`src/rtl/core/acb_mul.sv`:
```
// ============================================================================
// acb_mul
// Pipelined unsigned multiplier built from 32x32 partial products.
// Three register stages: partial products, row sums, final sum.
// ============================================================================
module acb_mul #(
    parameter int unsigned A_WIDTH = 32,
    parameter int unsigned B_WIDTH = 32
) (
    input  logic                       clk,
    input  logic [A_WIDTH-1:0]         a,
    input  logic [B_WIDTH-1:0]         b,
    output logic [A_WIDTH+B_WIDTH-1:0] p
);

    localparam int unsigned CHUNK    = 32;
    localparam int unsigned A_CHUNKS = (A_WIDTH + CHUNK - 1) / CHUNK;
    localparam int unsigned B_CHUNKS = (B_WIDTH + CHUNK - 1) / CHUNK;
    localparam int unsigned ROW_W    = CHUNK * (B_CHUNKS + 1);
    localparam int unsigned SUM_W    = CHUNK * (A_CHUNKS + B_CHUNKS);

    logic [A_CHUNKS*CHUNK-1:0] a_ext;
    logic [B_CHUNKS*CHUNK-1:0] b_ext;
    logic [2*CHUNK-1:0]        part_next [A_CHUNKS][B_CHUNKS];
    logic [2*CHUNK-1:0]        part_reg  [A_CHUNKS][B_CHUNKS];
    logic [ROW_W-1:0]          row_next  [A_CHUNKS];
    logic [ROW_W-1:0]          row_reg   [A_CHUNKS];
    logic [SUM_W-1:0]          sum_next;
    logic [SUM_W-1:0]          sum_reg;

    // Split both operands into chunks and form every partial product.
    always_comb
    begin
        a_ext = '0;
        b_ext = '0;
        a_ext[A_WIDTH-1:0] = a;
        b_ext[B_WIDTH-1:0] = b;
        for (int i = 0; i < A_CHUNKS; i++)
        begin
            for (int j = 0; j < B_CHUNKS; j++)
            begin
                part_next[i][j] = a_ext[CHUNK*i +: CHUNK] * b_ext[CHUNK*j +: CHUNK];
            end
        end
    end

    // Each row gathers the partial products of one chunk of a.
    always_comb
    begin
        for (int i = 0; i < A_CHUNKS; i++)
        begin
            row_next[i] = '0;
            for (int j = 0; j < B_CHUNKS; j++)
            begin
                row_next[i] = row_next[i] + (ROW_W'(part_reg[i][j]) << (CHUNK * j));
            end
        end
    end

    // The rows are weighted and summed into the full product.
    always_comb
    begin
        sum_next = '0;
        for (int i = 0; i < A_CHUNKS; i++)
        begin
            sum_next = sum_next + (SUM_W'(row_reg[i]) << (CHUNK * i));
        end
    end

    always_ff @(posedge clk)
    begin
        part_reg <= part_next;
        row_reg  <= row_next;
        sum_reg  <= sum_next;
    end

    assign p = sum_reg[A_WIDTH+B_WIDTH-1:0];

endmodule

```
`config.mk`:
```
export PLATFORM = sky130hd
export DESIGN_NAME = acb_mul
export DESIGN_NICKNAME = d
export VERILOG_FILES = /design/src/rtl/core/acb_mul.sv
export SDC_FILE = /design/constraint.sdc
export NUM_CORES = 2
export LEC_CHECK = 0
export BUFFER_PORTS_ARGS = -buffer_cell sky130_fd_sc_hd__buf_2
export CORE_MARGIN = 2
export CORE_UTILIZATION = 49
export DETAILED_ROUTE_END_ITERATION = 8
export GPL_ROUTABILITY_DRIVEN = 0
export GPL_TIMING_DRIVEN = 0
export PLACE_DENSITY_LB_ADDON = 0.25
export REMOVE_ABC_BUFFERS = 1
export SLEW_MARGIN = 20
export SYNTH_ARGS = -nofsm -noshare
export SYNTH_HDL_FRONTEND = slang
export SYNTH_SLANG_ARGS = --single-unit
```
`constraint.sdc`:
```
create_clock -name clk -period 11.6 [get_ports clk]
set_input_delay 2.32 -clock clk [delete_from_list [all_inputs] [get_ports clk]]
set_output_delay 2.32 -clock clk [all_outputs]
set_load 0.005 [all_outputs]
```
### Word level (Yosys, flattened, before mapping)

Index checks and enable logic that the tools add are counted.

| word-level totals | value |
|---|---|
| register bits after elaboration | 192 |
| output and inout bits | 64 |

| cells by class | value |
|---|---|
| multipliers | 1 |

Operators with widths:

| kind | count |
|---|---|
| $mul 32x32->64 | 1 |

### Depth between registers and ports, before layout

| depth | value |
|---|---|
| depth after elaboration | 1 |
| mapped depth | 29 |

### Worst setup path after synthesis

OpenSTA, ideal clock, no wires.

| path | value |
|---|---|
| path type | input to register |
| from | input port a[16] |
| to | register part_reg[63] (netlist bit) |
| library setup time | 72 ps |
| data arrival time | 8928 ps |
| required time | 11528 ps |
| setup slack | 2600 ps |
| stages on the path | 24 |
| path buffers | 1 |
| cell sequence | clkbuf_1 -> and2_1 -> fa_1 -> inv_1 -> fa_1 -> fa_1 -> fa_1 -> inv_1 -> fa_1 -> inv_1 -> fa_1 -> inv_1 -> fa_1 -> fa_1 -> ha_1 -> a21o_1 -> a31oi_1 -> o211ai_1 -> nor4b_1 -> o21ai_1 -> a21boi_1 -> o21ai_1 -> a221oi_1 -> xnor2_1 |

RTL lines:

| item | line | RTL |
|---|---|---|
| from (decl) | 11 | `input logic [A_WIDTH-1:0] a,` |
| to (signal assigned) | 72 | `part_reg <= part_next;` |
| to (decl) | 25 | `logic [2*CHUNK-1:0] part_reg [A_CHUNKS][B_CHUNKS];` |

==> flow_summary.ini <==
[status]
run_status = finished clean

[clock_tree]
clk_slew_on_worst_s_h_paths_ns = 0.07
tritoncts_num_sinks = 192
clock_tree.root_cell = sky130_fd_sc_hd__clkbuf_16
total_cts_buffers = 17
htree_num_levels = 4
clk_latency_ns = 0.46
cts_tree = yes
post_cts_setup_repair_buffer_count = 0
cts-hold-fix-buffers = 0
cts_resized = 0
clock_path_buffers = 2

[logic_synthesis]
netlist.top_cell.by_area = sky130_fd_sc_hd__fa_1
synthFlopType = sky130_fd_sc_hd__dfxtp_1
synth_seq_area_share_pct = 10.4
synth-seq-cells = 192
synth.cells.most_frequent = 896 x sky130_fd_sc_hd__fa_1, 865 x sky130_fd_sc_hd__inv_1, 604 x sky130_fd_sc_hd__and2_1, 473 x sky130_fd_sc_hd__nand2_1, 263 x sky130_fd_sc_hd__ha_1
avgSynthCellArea_um2 = 9.59
postSynthCellCount = 3871
synthMostInstantiatedCell = sky130_fd_sc_hd__fa_1
yosysWarnings = 0
synthArstFlopShare_pct = 0
yosys-top-cells-area = sky130_fd_sc_hd__fa_1 48%, sky130_fd_sc_hd__dfxtp_1 10%, sky130_fd_sc_hd__and2_1 10%
synthesis.area_um2 = 37100
post_synth_cell_types = 64
yosysTopAreaCellShare_pct = 48.3
edff_count_synth = 0

[die]
design.core.area_um2 = 74700
die_area_um2 = 78000
floorplan.io_pins = 129
die_y_um = 279
row_count = 100
die_width_um = 279
initial_utilization_pct = 49.7

[min_path]
worst_hold_path.num_cells = 0
holdCritPathClass = register to register

[sta]
grt_setup_unrepaired = no
slew_violations = 0
fmaxAchievable_mhz = 99.7
worstMarginPinSlew_ns = 0.990
fin_crit_ns = 10.03
final-hold-violation-count = 0
max-slew-margin-rel_pct = 34.0
fin_tns_setup_ns = 0
min_period_over_period_pct = 86.5
setup_slack_ns = 1.57
finish_stage_setup_viols = 0
final.setup_skew_ns = 0.0109

[route]
wl_per_cell_um = 19.3
vias = 25264
detailed_routing_iteration_count_for_the_pre_antenna_repair_pass = 5
via_density_per_instance = 5.28
post-route-drc-count = 0
postRouteAntennaNets = 0
drt_first_iter_violations = 1453
postRouteWirelength_um = 92400

[final_layout]
finish.net_count = 5028
final_cell_area_um2 = 38800
finalCoreUtilization_pct = 51.9
syn2layout_area_growth_pct = 4.38
final_layout_size_suffix_gt1_share_pct = 4.59
num-fill-cells = 6958

[setup_path]
critPathLaunchType = input pin
worst_endpoint_data_arrival_time_ns = 10.42
crit_type = input pin to register
critical_path.max_fanout = 32
critical_path_endpoint_category = register
critical_path_required_ns = 11.98
worst-r2r-cell-count = 0

[placement]
dp_worst_setup_slack_ns = 1.15
dpl_cell_area_um2 = 38200
place.detailed.hpwl_um = 70300
port_buffers = 128

[global_routing]
grt_max_degree = 33
global_route.overflow_total = 0
first_global_vias = 27336
track_usage_pct = 25.1
grt_antenna_before_repair = 2
grt_first_pass_wirelength_um = 151000

[run]
timing.max_cap.violations = 0
[cell families after synthesis]
kind of cell	after synthesis	share of synthesized area (%)
simple gates	1169	16.3
fa+ha+maj	1159	57.2
compound gates	211	3.77
mux	1	0.0270
xor+xnor	60	1.42
flops	192	10.4
buf+inv	1079	10.9
[worst max-delay path, stage by stage]
cell	delay, ns
sky130_fd_sc_hd__buf_2	0.66
sky130_fd_sc_hd__and2_1	0.26
sky130_fd_sc_hd__fa_1	0.46
sky130_fd_sc_hd__fa_1	0.46
sky130_fd_sc_hd__fa_1	0.56
sky130_fd_sc_hd__inv_1	0.06
sky130_fd_sc_hd__fa_1	0.49
sky130_fd_sc_hd__inv_1	0.06
sky130_fd_sc_hd__fa_1	0.50
sky130_fd_sc_hd__inv_1	0.06
sky130_fd_sc_hd__fa_1	0.52
sky130_fd_sc_hd__inv_1	0.05
sky130_fd_sc_hd__fa_1	0.52
sky130_fd_sc_hd__fa_1	0.43
sky130_fd_sc_hd__ha_1	0.37
sky130_fd_sc_hd__a21o_1	0.22
sky130_fd_sc_hd__a31oi_1	0.23
sky130_fd_sc_hd__o211ai_1	0.13
sky130_fd_sc_hd__nor4b_1	0.53
sky130_fd_sc_hd__o21ai_1	0.31
sky130_fd_sc_hd__a21boi_1	0.32
sky130_fd_sc_hd__o21ai_1	0.27
sky130_fd_sc_hd__a221oi_1	0.43
sky130_fd_sc_hd__xnor2_1	0.16
[cell usage in the layout, fill, tap and decap left out, types with 7 or more instances in the layout]
master / n
sky130_fd_sc_hd__a21o_1: 35
sky130_fd_sc_hd__a21oi_1: 64
sky130_fd_sc_hd__a31oi_1: 13
sky130_fd_sc_hd__and2_1: 604
sky130_fd_sc_hd__and3_1: 10
sky130_fd_sc_hd__buf_2: 128
sky130_fd_sc_hd__clkbuf_16: 17
sky130_fd_sc_hd__dfxtp_1: 192
sky130_fd_sc_hd__fa_1: 896
sky130_fd_sc_hd__ha_1: 263
sky130_fd_sc_hd__inv_1: 865
sky130_fd_sc_hd__nand2_1: 473
sky130_fd_sc_hd__nand3_1: 18
sky130_fd_sc_hd__nand4_1: 11
sky130_fd_sc_hd__nor2_1: 26
sky130_fd_sc_hd__o21ai_0: 30
sky130_fd_sc_hd__o21ai_1: 7
sky130_fd_sc_hd__o21bai_1: 11
sky130_fd_sc_hd__xnor2_1: 44
sky130_fd_sc_hd__xor2_1: 16
[routing by layer]
metal	track usage, %	up-vias	wire (um)
met2	44.3	717	46900
met4	5.45	0	2030
met1	33.3	13334	38700
met3	2.93	142	4720
met5	0	-	0
li1	-	11071	-
[through the flow]
stage / cells / hold WS, ns
floorplan: 3657 / 0.310
global placement: 4754 / 0.310
detailed placement: 4754 / 0.312
CTS: 4785 / 0.322
global route: 4785 / 0.328
finish: 4787 / 0.323
[worst paths after layout]
check                                   from      endpoint  slack (ns)
worst max-delay path                   a[11]  part_reg[63]        1.57
worst min-delay path            part_reg[55]   row_reg[55]        0.32
worst max register to register   row_reg[37]         p[37]       11.07
worst min register to register  part_reg[55]   row_reg[55]        0.32
[area by class of cell]
cell class | instances | area, um^2 | share of cell area (%)
Antenna cell | 2 | 5.00 | 0.0129
Clock buffer | 17 | 425 | 1.10
Clock inverter | 14 | 148 | 0.381
Inverter | 865 | 3250 | 8.38
Multi-Input combinational cell | 2600 | 29200 | 75.4
Sequential cell | 192 | 3840 | 9.92
Tap cell | 969 | 1210 | 3.13
Timing Repair Buffer | 128 | 641 | 1.65
Power is left out: the tool's default activity adds up to more than one toggle a clock period on the data nets, which glitch-free logic cannot reach.
